===== src/design/shamh_pkg.sv =====
// Shared types, constants and round functions for the SHA-256 message hasher.
`default_nettype none

package shamh_pkg;

    typedef struct packed {
        logic [7:0] data_byte;
        logic       has_byte;
        logic       end_of_message;
    } item_t;

    typedef struct packed {
        logic [31:0] digest_word;
        logic [2:0]  word_index;
        logic        last_word;
    } result_t;

    // Controls from the sequencer to the round unit
    typedef struct packed {
        logic       load;      // working words <= chaining words
        logic       round_en;  // one compression round
        logic       add;       // chaining words += working words
        logic       init;      // chaining words <= initial values
        logic [5:0] round;
    } rnd_ctrl_t;

    // Controls from the sequencer to the block buffer / schedule
    typedef struct packed {
        logic       wr_en;
        logic [5:0] wr_pos;
        logic [7:0] wr_byte;
        logic       shift_en;
    } sched_ctrl_t;

    localparam int unsigned NUM_WORDS  = 8;
    localparam int unsigned BLK_WORDS  = 16;
    localparam logic [7:0]  PAD_MARK   = 8'h80;
    localparam logic [5:0]  LEN_POS    = 6'd56;
    localparam logic [5:0]  LAST_POS   = 6'd63;
    localparam logic [5:0]  LAST_ROUND = 6'd63;
    localparam logic [2:0]  LAST_IDX   = 3'd7;

    localparam logic [NUM_WORDS-1:0][31:0] INIT_H = {
        32'h5be0cd19, 32'h1f83d9ab, 32'h9b05688c, 32'h510e527f,
        32'ha54ff53a, 32'h3c6ef372, 32'hbb67ae85, 32'h6a09e667
    };

    function automatic logic [31:0] big_sig0(input logic [31:0] x);
        return {x[1:0], x[31:2]} ^ {x[12:0], x[31:13]} ^ {x[21:0], x[31:22]};
    endfunction

    function automatic logic [31:0] big_sig1(input logic [31:0] x);
        return {x[5:0], x[31:6]} ^ {x[10:0], x[31:11]} ^ {x[24:0], x[31:25]};
    endfunction

    function automatic logic [31:0] small_sig0(input logic [31:0] x);
        return {x[6:0], x[31:7]} ^ {x[17:0], x[31:18]} ^ {3'b000, x[31:3]};
    endfunction

    function automatic logic [31:0] small_sig1(input logic [31:0] x);
        return {x[16:0], x[31:17]} ^ {x[18:0], x[31:19]} ^ {10'd0, x[31:10]};
    endfunction

    function automatic logic [31:0] round_k(input logic [5:0] t);
        logic [31:0] k;
        unique case (t)
            6'd0:  k = 32'h428a2f98;  6'd1:  k = 32'h71374491;
            6'd2:  k = 32'hb5c0fbcf;  6'd3:  k = 32'he9b5dba5;
            6'd4:  k = 32'h3956c25b;  6'd5:  k = 32'h59f111f1;
            6'd6:  k = 32'h923f82a4;  6'd7:  k = 32'hab1c5ed5;
            6'd8:  k = 32'hd807aa98;  6'd9:  k = 32'h12835b01;
            6'd10: k = 32'h243185be;  6'd11: k = 32'h550c7dc3;
            6'd12: k = 32'h72be5d74;  6'd13: k = 32'h80deb1fe;
            6'd14: k = 32'h9bdc06a7;  6'd15: k = 32'hc19bf174;
            6'd16: k = 32'he49b69c1;  6'd17: k = 32'hefbe4786;
            6'd18: k = 32'h0fc19dc6;  6'd19: k = 32'h240ca1cc;
            6'd20: k = 32'h2de92c6f;  6'd21: k = 32'h4a7484aa;
            6'd22: k = 32'h5cb0a9dc;  6'd23: k = 32'h76f988da;
            6'd24: k = 32'h983e5152;  6'd25: k = 32'ha831c66d;
            6'd26: k = 32'hb00327c8;  6'd27: k = 32'hbf597fc7;
            6'd28: k = 32'hc6e00bf3;  6'd29: k = 32'hd5a79147;
            6'd30: k = 32'h06ca6351;  6'd31: k = 32'h14292967;
            6'd32: k = 32'h27b70a85;  6'd33: k = 32'h2e1b2138;
            6'd34: k = 32'h4d2c6dfc;  6'd35: k = 32'h53380d13;
            6'd36: k = 32'h650a7354;  6'd37: k = 32'h766a0abb;
            6'd38: k = 32'h81c2c92e;  6'd39: k = 32'h92722c85;
            6'd40: k = 32'ha2bfe8a1;  6'd41: k = 32'ha81a664b;
            6'd42: k = 32'hc24b8b70;  6'd43: k = 32'hc76c51a3;
            6'd44: k = 32'hd192e819;  6'd45: k = 32'hd6990624;
            6'd46: k = 32'hf40e3585;  6'd47: k = 32'h106aa070;
            6'd48: k = 32'h19a4c116;  6'd49: k = 32'h1e376c08;
            6'd50: k = 32'h2748774c;  6'd51: k = 32'h34b0bcb5;
            6'd52: k = 32'h391c0cb3;  6'd53: k = 32'h4ed8aa4a;
            6'd54: k = 32'h5b9cca4f;  6'd55: k = 32'h682e6ff3;
            6'd56: k = 32'h748f82ee;  6'd57: k = 32'h78a5636f;
            6'd58: k = 32'h84c87814;  6'd59: k = 32'h8cc70208;
            6'd60: k = 32'h90befffa;  6'd61: k = 32'ha4506ceb;
            6'd62: k = 32'hbef9a3f7;  6'd63: k = 32'hc67178f2;
            default: k = 32'h0;
        endcase
        return k;
    endfunction

endpackage

`default_nettype wire


===== src/design/shamh_sched.sv =====
// Block buffer held as sixteen words that shift to form the message schedule.
`default_nettype none

module shamh_sched
    import shamh_pkg::*;
(
    input  wire logic        clk,
    input  wire sched_ctrl_t ctrl,
    output logic [31:0]      w_cur
);

    logic [BLK_WORDS-1:0][31:0] w_reg;
    logic [31:0]                w_new;

    // W[t+16] from the sixteen-word window
    assign w_new = w_reg[0] + small_sig0(w_reg[1]) + w_reg[9] + small_sig1(w_reg[14]);
    assign w_cur = w_reg[0];

    always_ff @(posedge clk)
    begin
        if (ctrl.shift_en)
        begin
            for (int i = 0; i < BLK_WORDS - 1; i++)
            begin
                w_reg[i] <= w_reg[i+1];
            end
            w_reg[BLK_WORDS-1] <= w_new;
        end
        else if (ctrl.wr_en)
        begin
            // big-endian: byte 0 of a word lands in the top lane
            w_reg[ctrl.wr_pos[5:2]][{~ctrl.wr_pos[1:0], 3'b000} +: 8] <= ctrl.wr_byte;
        end
    end

endmodule

`default_nettype wire


===== src/design/shamh_round.sv =====
// Shared compression round unit with working and chaining words.
`default_nettype none

module shamh_round
    import shamh_pkg::*;
(
    input  wire logic        clk,
    input  wire logic        rst_n,
    input  wire rnd_ctrl_t   ctrl,
    input  wire logic [31:0] w_cur,
    input  wire logic [2:0]  rd_idx,
    output logic [31:0]      rd_word
);

    logic [NUM_WORDS-1:0][31:0] chain_reg;
    logic [NUM_WORDS-1:0][31:0] v_reg;
    logic [31:0] t1, t2, choose, major;

    assign choose = (v_reg[4] & v_reg[5]) ^ (~v_reg[4] & v_reg[6]);
    assign major  = (v_reg[0] & v_reg[1]) ^ (v_reg[0] & v_reg[2]) ^ (v_reg[1] & v_reg[2]);
    assign t1     = v_reg[7] + big_sig1(v_reg[4]) + choose + round_k(ctrl.round) + w_cur;
    assign t2     = big_sig0(v_reg[0]) + major;

    assign rd_word = chain_reg[rd_idx];

    always_ff @(posedge clk)
    begin
        if (ctrl.load)
        begin
            v_reg <= chain_reg;
        end
        else if (ctrl.round_en)
        begin
            v_reg[7] <= v_reg[6];
            v_reg[6] <= v_reg[5];
            v_reg[5] <= v_reg[4];
            v_reg[4] <= v_reg[3] + t1;
            v_reg[3] <= v_reg[2];
            v_reg[2] <= v_reg[1];
            v_reg[1] <= v_reg[0];
            v_reg[0] <= t1 + t2;
        end
    end

    always_ff @(posedge clk or negedge rst_n)
    begin
        if (!rst_n)
        begin
            chain_reg <= INIT_H;
        end
        else if (ctrl.init)
        begin
            chain_reg <= INIT_H;
        end
        else if (ctrl.add)
        begin
            for (int i = 0; i < NUM_WORDS; i++)
            begin
                chain_reg[i] <= chain_reg[i] + v_reg[i];
            end
        end
    end

endmodule

`default_nettype wire


===== src/design/sha256_message_hasher_top.sv =====
// Top level of the SHA-256 message hasher: sequencer, padding and digest output.
//
//  channel   signals                          payload
//  item      item_valid / item_ready / item   item_t   (one byte, flag, close)
//  result    result_valid / result_ready      result_t (one digest word)
//
// A byte is taken while the hasher is idle. Filling a block runs the compression
// rounds and then the add on the single shared round unit. A close writes the
// padding one byte per cycle up to byte 63 (a second block when the message ends
// at byte 55 or later of a block), compresses each padding block, and offers 8
// words. item_ready is low while a block is compressed, and after a close until
// the last word is transferred.
// Reset returns the chaining words to the initial values and the count to zero.
`default_nettype none

module sha256_message_hasher_top
    import shamh_pkg::*;
(
    input  wire logic clk,
    input  wire logic rst_n,
    input  wire logic item_valid,
    output logic      item_ready,
    input  wire item_t item,
    output logic      result_valid,
    input  wire logic result_ready,
    output result_t   result
);

    typedef enum logic [4:0] {
        S_IDLE = 5'b00001,
        S_PAD  = 5'b00010,
        S_COMP = 5'b00100,
        S_ADD  = 5'b01000,
        S_OUT  = 5'b10000
    } state_t;

    state_t      state_reg, state_next;
    logic [60:0] count_reg, count_next;
    logic [5:0]  ptr_reg, ptr_next;
    logic [5:0]  rnd_reg, rnd_next;
    logic [2:0]  widx_reg, widx_next;
    logic        close_reg, close_next;     // digest due after this block
    logic        first_reg, first_next;     // 0x80 still to be written
    logic        final_reg, final_next;     // padding block carries the length
    logic        done_reg, done_next;       // length block compressed

    logic [60:0] count_inc;
    logic [5:0]  fill_after;
    logic [63:0] len_bits;
    logic [7:0]  pad_byte;
    logic        in_xfer, out_xfer;
    logic [31:0] w_cur, rd_word;
    rnd_ctrl_t   rctl;
    sched_ctrl_t sctl;

    assign in_xfer    = item_valid && item_ready;
    assign out_xfer   = result_valid && result_ready;
    assign count_inc  = count_reg + 61'd1;
    assign fill_after = item.has_byte ? count_inc[5:0] : count_reg[5:0];
    assign len_bits   = {count_reg, 3'b000};

    always_comb
    begin
        priority if (first_reg)
            pad_byte = PAD_MARK;
        else if (final_reg && ptr_reg >= LEN_POS)
            pad_byte = len_bits[{3'd7 - ptr_reg[2:0], 3'b000} +: 8];
        else
            pad_byte = 8'h00;
    end

    always_comb
    begin
        state_next = state_reg;
        count_next = count_reg;
        ptr_next   = ptr_reg;
        rnd_next   = rnd_reg;
        widx_next  = widx_reg;
        close_next = close_reg;
        first_next = first_reg;
        final_next = final_reg;
        done_next  = done_reg;

        item_ready   = 1'b0;
        result_valid = 1'b0;
        rctl         = '0;
        rctl.round   = rnd_reg;
        sctl         = '0;

        unique case (state_reg)
            S_IDLE:
            begin
                item_ready = 1'b1;
                if (in_xfer)
                begin
                    if (item.has_byte)
                    begin
                        sctl.wr_en   = 1'b1;
                        sctl.wr_pos  = count_reg[5:0];
                        sctl.wr_byte = item.data_byte;
                        count_next   = count_inc;
                    end
                    if (item.end_of_message)
                    begin
                        close_next = 1'b1;
                        first_next = 1'b1;
                        done_next  = 1'b0;
                    end
                    if (item.has_byte && count_reg[5:0] == LAST_POS)
                    begin
                        state_next = S_COMP;
                        rctl.load  = 1'b1;
                        rnd_next   = '0;
                    end
                    else if (item.end_of_message)
                    begin
                        state_next = S_PAD;
                        ptr_next   = fill_after;
                        final_next = fill_after < LEN_POS;
                    end
                end
            end
            S_PAD:
            begin
                sctl.wr_en   = 1'b1;
                sctl.wr_pos  = ptr_reg;
                sctl.wr_byte = pad_byte;
                first_next   = 1'b0;
                ptr_next     = ptr_reg + 6'd1;
                if (ptr_reg == LAST_POS)
                begin
                    state_next = S_COMP;
                    rctl.load  = 1'b1;
                    rnd_next   = '0;
                    done_next  = final_reg;
                end
            end
            S_COMP:
            begin
                rctl.round_en = 1'b1;
                sctl.shift_en = 1'b1;
                rnd_next      = rnd_reg + 6'd1;
                if (rnd_reg == LAST_ROUND)
                begin
                    state_next = S_ADD;
                end
            end
            S_ADD:
            begin
                rctl.add = 1'b1;
                priority if (close_reg && done_reg)
                begin
                    state_next = S_OUT;
                    widx_next  = '0;
                end
                else if (close_reg)
                begin
                    // tail spilled over, or block filled by the closing byte
                    state_next = S_PAD;
                    ptr_next   = '0;
                    final_next = 1'b1;
                end
                else
                begin
                    state_next = S_IDLE;
                end
            end
            S_OUT:
            begin
                result_valid = 1'b1;
                if (out_xfer)
                begin
                    widx_next = widx_reg + 3'd1;
                    if (widx_reg == LAST_IDX)
                    begin
                        state_next = S_IDLE;
                        rctl.init  = 1'b1;
                        count_next = '0;
                        close_next = 1'b0;
                    end
                end
            end
            default:
            begin
                state_next = S_IDLE;
            end
        endcase
    end

    always_ff @(posedge clk or negedge rst_n)
    begin
        if (!rst_n)
        begin
            state_reg <= S_IDLE;
            count_reg <= '0;
            ptr_reg   <= '0;
            rnd_reg   <= '0;
            widx_reg  <= '0;
            close_reg <= 1'b0;
            first_reg <= 1'b0;
            final_reg <= 1'b0;
            done_reg  <= 1'b0;
        end
        else
        begin
            state_reg <= state_next;
            count_reg <= count_next;
            ptr_reg   <= ptr_next;
            rnd_reg   <= rnd_next;
            widx_reg  <= widx_next;
            close_reg <= close_next;
            first_reg <= first_next;
            final_reg <= final_next;
            done_reg  <= done_next;
        end
    end

    shamh_sched u_sched (
        .clk   (clk),
        .ctrl  (sctl),
        .w_cur (w_cur)
    );

    shamh_round u_round (
        .clk     (clk),
        .rst_n   (rst_n),
        .ctrl    (rctl),
        .w_cur   (w_cur),
        .rd_idx  (widx_reg),
        .rd_word (rd_word)
    );

    assign result.digest_word = rd_word;
    assign result.word_index  = widx_reg;
    assign result.last_word   = (widx_reg == LAST_IDX);

    // input and output sides never open together
    a_exclusive: assert property (@(posedge clk) disable iff (!rst_n)
        !(item_ready && result_valid))
        else $error("item_ready and result_valid high together");

    // last digest word hands back to the input side
    a_last_idle: assert property (@(posedge clk) disable iff (!rst_n)
        result_valid && result_ready && result.last_word |=> item_ready)
        else $error("not idle after last digest word");

    // an empty item without close changes nothing
    a_empty_item: assert property (@(posedge clk) disable iff (!rst_n)
        item_valid && item_ready && !item.has_byte && !item.end_of_message
        |=> item_ready && $stable(count_reg))
        else $error("empty item disturbed the hasher");

    // a closing transfer leads to the padding or a compression
    a_close_busy: assert property (@(posedge clk) disable iff (!rst_n)
        item_valid && item_ready && item.end_of_message |=> !item_ready)
        else $error("close transfer did not start the finish");

endmodule

`default_nettype wire


===== config.mk =====
export PLATFORM = sky130hd
export DESIGN_NAME = sha256_message_hasher_top
export DESIGN_NICKNAME = d
export VERILOG_FILES = /design/src/design/shamh_pkg.sv /design/src/design/shamh_sched.sv /design/src/design/shamh_round.sv /design/src/design/sha256_message_hasher_top.sv
export SDC_FILE = /design/constraint.sdc
export NUM_CORES = 2
export LEC_CHECK = 0
export BUFFER_PORTS_ARGS = -buffer_cell sky130_fd_sc_hd__buf_4
export CAP_MARGIN = 0
export CORE_ASPECT_RATIO = 1.25
export CORE_MARGIN = 2
export CORE_UTILIZATION = 30
export CTS_BUF_LIST = sky130_fd_sc_hd__clkbuf_4
export DETAILED_ROUTE_END_ITERATION = 6
export PLACE_DENSITY = 0.41
export SLEW_MARGIN = 20
export SYNTH_ARGS = -nofsm -noshare
export SYNTH_HDL_FRONTEND = slang
export SYNTH_SLANG_ARGS = --single-unit
export TNS_END_PERCENT = 10

===== constraint.sdc =====
create_clock -name clk -period 9.45 [get_ports clk]
set_clock_uncertainty 0.05 [all_clocks]
set_input_delay 2.3625 -clock clk [delete_from_list [all_inputs] [get_ports clk]]
set_output_delay 2.3625 -clock clk [all_outputs]
set_load 0.005 [all_outputs]

# Word level (Yosys, flattened, before mapping)
# Memory sizes are Yosys's and may differ from the RTL's.
# Index checks and enable logic that the tools add are counted.
dict set report classes {
  n_shift 3
  n_bitwise 18
  addsub 24
  muxes 72
  n_eq_ne 22
  reduce_logical 24
  order_cmp 5
}
# operator n
set ops {}
lappend ops {{2-to-1 mux 256 bit} 4}
lappend ops {{2-to-1 mux 512 bit} 2}
lappend ops {{adder 32 bit} 18}
lappend ops {{bitwise mux 512 bit} 1}
lappend ops {{bitwise XOR 32 bit} 9}
lappend ops {{2-to-1 mux 61 bit} 4}
lappend ops {{AND 32 bit} 5}
lappend ops {{demux 32 bit (select 4 bit)} 1}
lappend ops {{one-hot mux 61 bit (2 select lines)} 1}
lappend ops {{binary-select mux 32 bit (select 3 bit)} 1}
lappend ops {{2-to-1 mux 32 bit} 2}
lappend ops {{indexed part select 64 x 7 -> 8 bit} 1}
lappend ops {{adder 61 x 1 -> 61 bit (second input constant)} 1}
lappend ops {{2-to-1 mux 6 bit} 9}
lappend ops {{2-to-1 mux 5 bit} 8}
lappend ops {{one-hot mux 6 bit (3 select lines)} 2}
lappend ops {{inverter 32 bit} 1}
lappend ops {{variable shift 8 x 7 -> 32 bit (first input constant)} 1}
lappend ops {{indexed part select 8 x 7 -> 32 bit} 1}
lappend ops {{bitwise XOR 32 x 22 -> 32 bit} 1}
lappend ops {{bitwise XOR 32 x 29 -> 32 bit} 1}
lappend ops {{2-to-1 mux 15 bit} 2}
lappend ops {{one-hot mux 15 bit (2 select lines)} 1}
lappend ops {{one-hot mux 5 bit (5 select lines)} 1}
lappend ops {{other kinds (32)} 90}
dict set report totals {
  in_bits 14
  rom_bits 2048
  n_memories 1
  out_inout_bits 38
  reg_bits 1109
}
# memory depth width read_ports rd_ports_with_merged_regs wr line_no
set mem_list {}
lappend mem_list {{(name not given)} 64 32 1 0 0 shamh_pkg.sv:66} ;# unique case (t)

# Depth between registers and ports, before layout
dict set report depth {
  ltp_word 13
  ltp_mapped 42
  ltp_nobuf 39
}

# Modules after synthesis
# A second synthesis with hierarchy kept.
dict set report hier_totals {
  hier_cells 7782
  hier_area_um2 77549.4
}
# module area_each_um2 n_inst cells_each
set modules_own_cells {}
lappend modules_own_cells {shamh_round 46380.7 1 4870}
lappend modules_own_cells {shamh_sched 25714.7 1 2322}
lappend modules_own_cells {sha256_message_hasher_top 5454.0 1 590}

# Worst setup path before layout
# OpenSTA, ideal clock, no wires.
dict set report synth_timing {
  kind {input port to flip-flop}
  startpoint {input item[1] in the netlist's numbering}
  endpoint {register u_round.v_reg[0] in the netlist's numbering (enable)}
  arrival_time_ns 8.109
  required_time_ns 8.794
  setup_ns 0.606
  setup_slack_ns 0.684
  stages 6
  path_cell_list {clkbuf_1 > and3_1 > nand2_1 > o21ai_1 > nor2_1 > inv_1}
}
dict set report synth_via {
  elab_chain_len 5
}
# item line_no
set synth_rtl {}
lappend synth_rtl {{start: declaration} sha256_message_hasher_top.sv:23} ;# input wire item_t item,
lappend synth_rtl {{logical AND 1 bit} sha256_message_hasher_top.sv:109} ;# if (item.has_byte && count_reg[5:0] == LAST_POS)
lappend synth_rtl {{2-to-1 mux 1 bit} sha256_message_hasher_top.sv:109}
lappend synth_rtl {{2-to-1 mux 1 bit} sha256_message_hasher_top.sv:94} ;# if (in_xfer)
lappend synth_rtl {{one-hot mux 1 bit (2 select lines)} sha256_message_hasher_top.sv:90} ;# unique case (state_reg)
lappend synth_rtl {{nonzero test 2 bit (no source line)} --}
lappend synth_rtl {{end signal: assignment} shamh_round.sv:30} ;# v_reg <= chain_reg;
lappend synth_rtl {{end: declaration} shamh_round.sv:16} ;# logic [NUM_WORDS-1:0][31:0] v_reg;
# No other way between the ends.
# A chain may end at the register's enable or synchronous reset.

# Worst setup path in the final report
dict set report layout_timing {
  startpoint {register rnd_reg[0]}
  endpoint {register u_round.v_reg[31] in the netlist's numbering, data pin}
}
dict set report layout_via {
  elab_chain_len 6
}
# item line_no
set layout_rtl {}
lappend layout_rtl {{start: declaration} sha256_message_hasher_top.sv:40} ;# logic [5:0] rnd_reg, rnd_next;
lappend layout_rtl {{start signal: assignment} sha256_message_hasher_top.sv:209} ;# rnd_reg <= rnd_next;
lappend layout_rtl {{memory (64 x 32 bit)} --}
lappend layout_rtl {{adder 32 bit (2 in series)} shamh_round.sv:21} ;# assign t1 = v_reg[7] + big_sig1(v_reg[4]) + choose + round_k(ctrl.round) + w_cur;
lappend layout_rtl {{adder 32 bit} shamh_round.sv:41} ;# v_reg[0] <= t1 + t2;
lappend layout_rtl {{2-to-1 mux 256 bit} shamh_round.sv:32} ;# else if (ctrl.round_en)
lappend layout_rtl {{2-to-1 mux 256 bit} shamh_round.sv:28} ;# if (ctrl.load)
# No other way between the ends. The select of a mux whose other input is x is not followed.

==> flow_summary.ini <==
[die]
rows = 205
die_w_microns = 451.8
die_h_microns = 563.7
dieArea_sq_mm = 0.2547
io_pins = 52
initial_core_util_pct = 30.16
coreArea_sq_mm = 0.2493

[critical_path]
critPathSlowestCell = mux4_2
cp.arrival_ns = 9.81
crit_type = flip-flop to flip-flop
crit_top_cell = o21ai_0
required_ns = 10.31
worstPathMaxFanout = 10
cp-start-kind = flip-flop
worstSetupEndpointType = flip-flop
critPathMaxStageDelay_ns = 0.54

[synthesis]
ys.flop_type = edfxtp_1
ys_seq_area_share_pct = 42.25
syn_avg_cell_area_sq_um = 9.489
yosys_warnings = 0
ys_ff_latch = 1109
yosys.area_share.simple_pct = 14.53
synth_adder_area_share_pct = 12.16
synth_xor_area_share_pct = 7.320
synth_top_family_by_area = compound AO/OA/AOI/OAI gates
yosysTopAreaCell = edfxtp_1
yosys.area.top_type_share_pct = 30.67
async_flop_share_pct = 30.75
synth_area_leaders = edfxtp_1, nand2_1, dfrtp_1
synth-edff-count = 768
syn-num-nets = 8534
synth_cells = 7924
synth_cell_type_count = 97
synthMuxAreaShare_pct = 3.653
synth_compound_area_share_pct = 16.50
syn_area_sq_mm = 0.07519

[timing]
slew_viol_final = 0
setup_viol = 0
tightestPinTransition_ns = 1.138
final.period_utilization_pct = 94.70
fmax_mhz = 111.7
fin_ws_ns = 0.5006
timing.slew.headroom_pct = 23.63
min_period_ns = 8.949
hold_viol_final = 0
rsz0062_at_grt = false
setup_tns_ns = 0

[global_routing]
grt_pass1_wl_microns = 435400
grt_usage_pct = 23.08
grt.busiest_layer = met2
grt_overflow = 0
grt_max_degree = 180
grt_use_met3_pct = 2.882
met1_usage_pct = 27.02
grt_pass1_vias = 63249
antenna_found_initial = 14
use_met2_pct = 42.13

[routing]
ant_nets = 0
drt-pass1-iter-count = 5
post-route-drc-count = 0
drt_iter0_drc = 4096
wl_microns = 299100
wl_per_cell_microns = 25.67
vias = 61250
viasPerCell = 5.257

[flow_run]
cap_violations = 0

[clocking]
cts_buffers = 338
clock_tree.root_cell = clkbuf_4
htreeDepth = 5
clock-sinks = 1109
cts_tree = built
insertion_delay_ns = 1.28
clk_pin_slew_ns = 0.07
cts_hold_buf = 0
clockBufferDepth = 4

[place]
dp_cells = 11041
place_ws_ns = -0.08338
routabilityCongestion = 0.9212
io_buffer_count = 51
dp_hpwl_microns = 221400

[finish]
largest_reg_flops = 480
final_cells = 11651
fill_cells = 25979
finalNetCount = 8679
syn2layout_area_growth_pct = 11.69
most-common-layout-cells = nand2_1, edfxtp_1, o21ai_0
layout-drive-gt1-share_pct = 13.16
final_common_cell = nand2_1

[hold_path]
hp-class = flip-flop to flip-flop

[run_status]
status = finished, final reports clean
## cell type report
| cell class | instances | area, sq um | area share, % |
|---|---|---|---|
| diodes | 8 | 20.02 | 0.02384 |
| clock buffers | 508 | 3814 | 4.541 |
| clock inverters | 94 | 510.5 | 0.6079 |
| inverters | 317 | 1201 | 1.430 |
| multi-input cells | 6099 | 40830 | 48.62 |
| flip-flops and latches | 1109 | 31780 | 37.85 |
| well taps | 3312 | 4144 | 4.935 |
| repair buffers | 204 | 1680 | 2.001 |
## final timing paths
check,from,to,slack [ns],cells past startpoint
hold / removal,final_reg,final_reg,0.46,1
min in group asynchronous,rst_n,u_round.chain_reg[38],0.97,1
max in group asynchronous,rst_n,u_round.chain_reg[190],6.97,2
hold reg to reg,final_reg,final_reg,0.46,1
setup / recovery,rnd_reg[0],u_round.v_reg[31],0.50,35
setup reg to reg,rnd_reg[0],u_round.v_reg[31],0.50,35
## routing by layer
layer  vias up  wire [microns]
met3       526           11470
li1      28578               -
met4        10           13180
met1     30573          120100
met5         -              78
met2      1563          154300
## Yosys cell counts, types with 151 or more instances
| library cell | number |
|---|---|
| ha_1 | 401 |
| fa_1 | 195 |
| dfrtp_1 | 204 |
| inv_1 | 313 |
| o21ai_0 | 581 |
| nor2_1 | 419 |
| o21ai_1 | 344 |
| clkbuf_1 | 358 |
| edfxtp_1 | 768 |
| nand2_1 | 1677 |
| xnor2_1 | 390 |
| a21o_1 | 151 |
| xor2_1 | 234 |
| a21oi_1 | 479 |
## critical path, delay by kind of cell, from the launching register on
kind / cells / cell delay [ns]
flip-flops: 1 / 0.36
buffers and inverters: 4 / 0.54
AO/OA/AOI/OAI: 14 / 2.95
adder cells (fa/ha/maj): 7 / 2.73
XOR/XNOR: 2 / 0.46
multiplexers: 1 / 0.54
AND/OR/NAND/NOR: 7 / 1.00
## what timing repair did
action	in CTS	in global routing
buffers inserted	0	0
resized for setup	1	9
setup endpoints to repair	1	8
endpoints found under the hold margin	0	0
## logic make-up (layout without fill, tap and decap cells)
group                      Yosys count  in the layout
and+or+nand+nor                   2605           2605
AOI/OAI and AO/OA                 2087           2087
DFF                               1109           1109
buffers and inverters              716           1123
xor gates and xnor gates           626            626
adders and majority gates          618            618
muxes                              163            163
other                                0              8
## through the flow
step | utilization [%] | hold WS [ns] | instance area, sq um
final | 33.68 | 0.4579 | 83980
after global placement | 31.92 | 0.4402 | 79590
after floorplan | - | 0.4211 | 75190
after global routing | 33.68 | 0.4675 | 83960
after CTS | 33.66 | 0.4607 | 83920
after detailed placement | 31.93 | 0.4445 | 79600
Power is not shown: default switching activity piles up to over one toggle a cycle in this logic, so the estimate is an artifact.
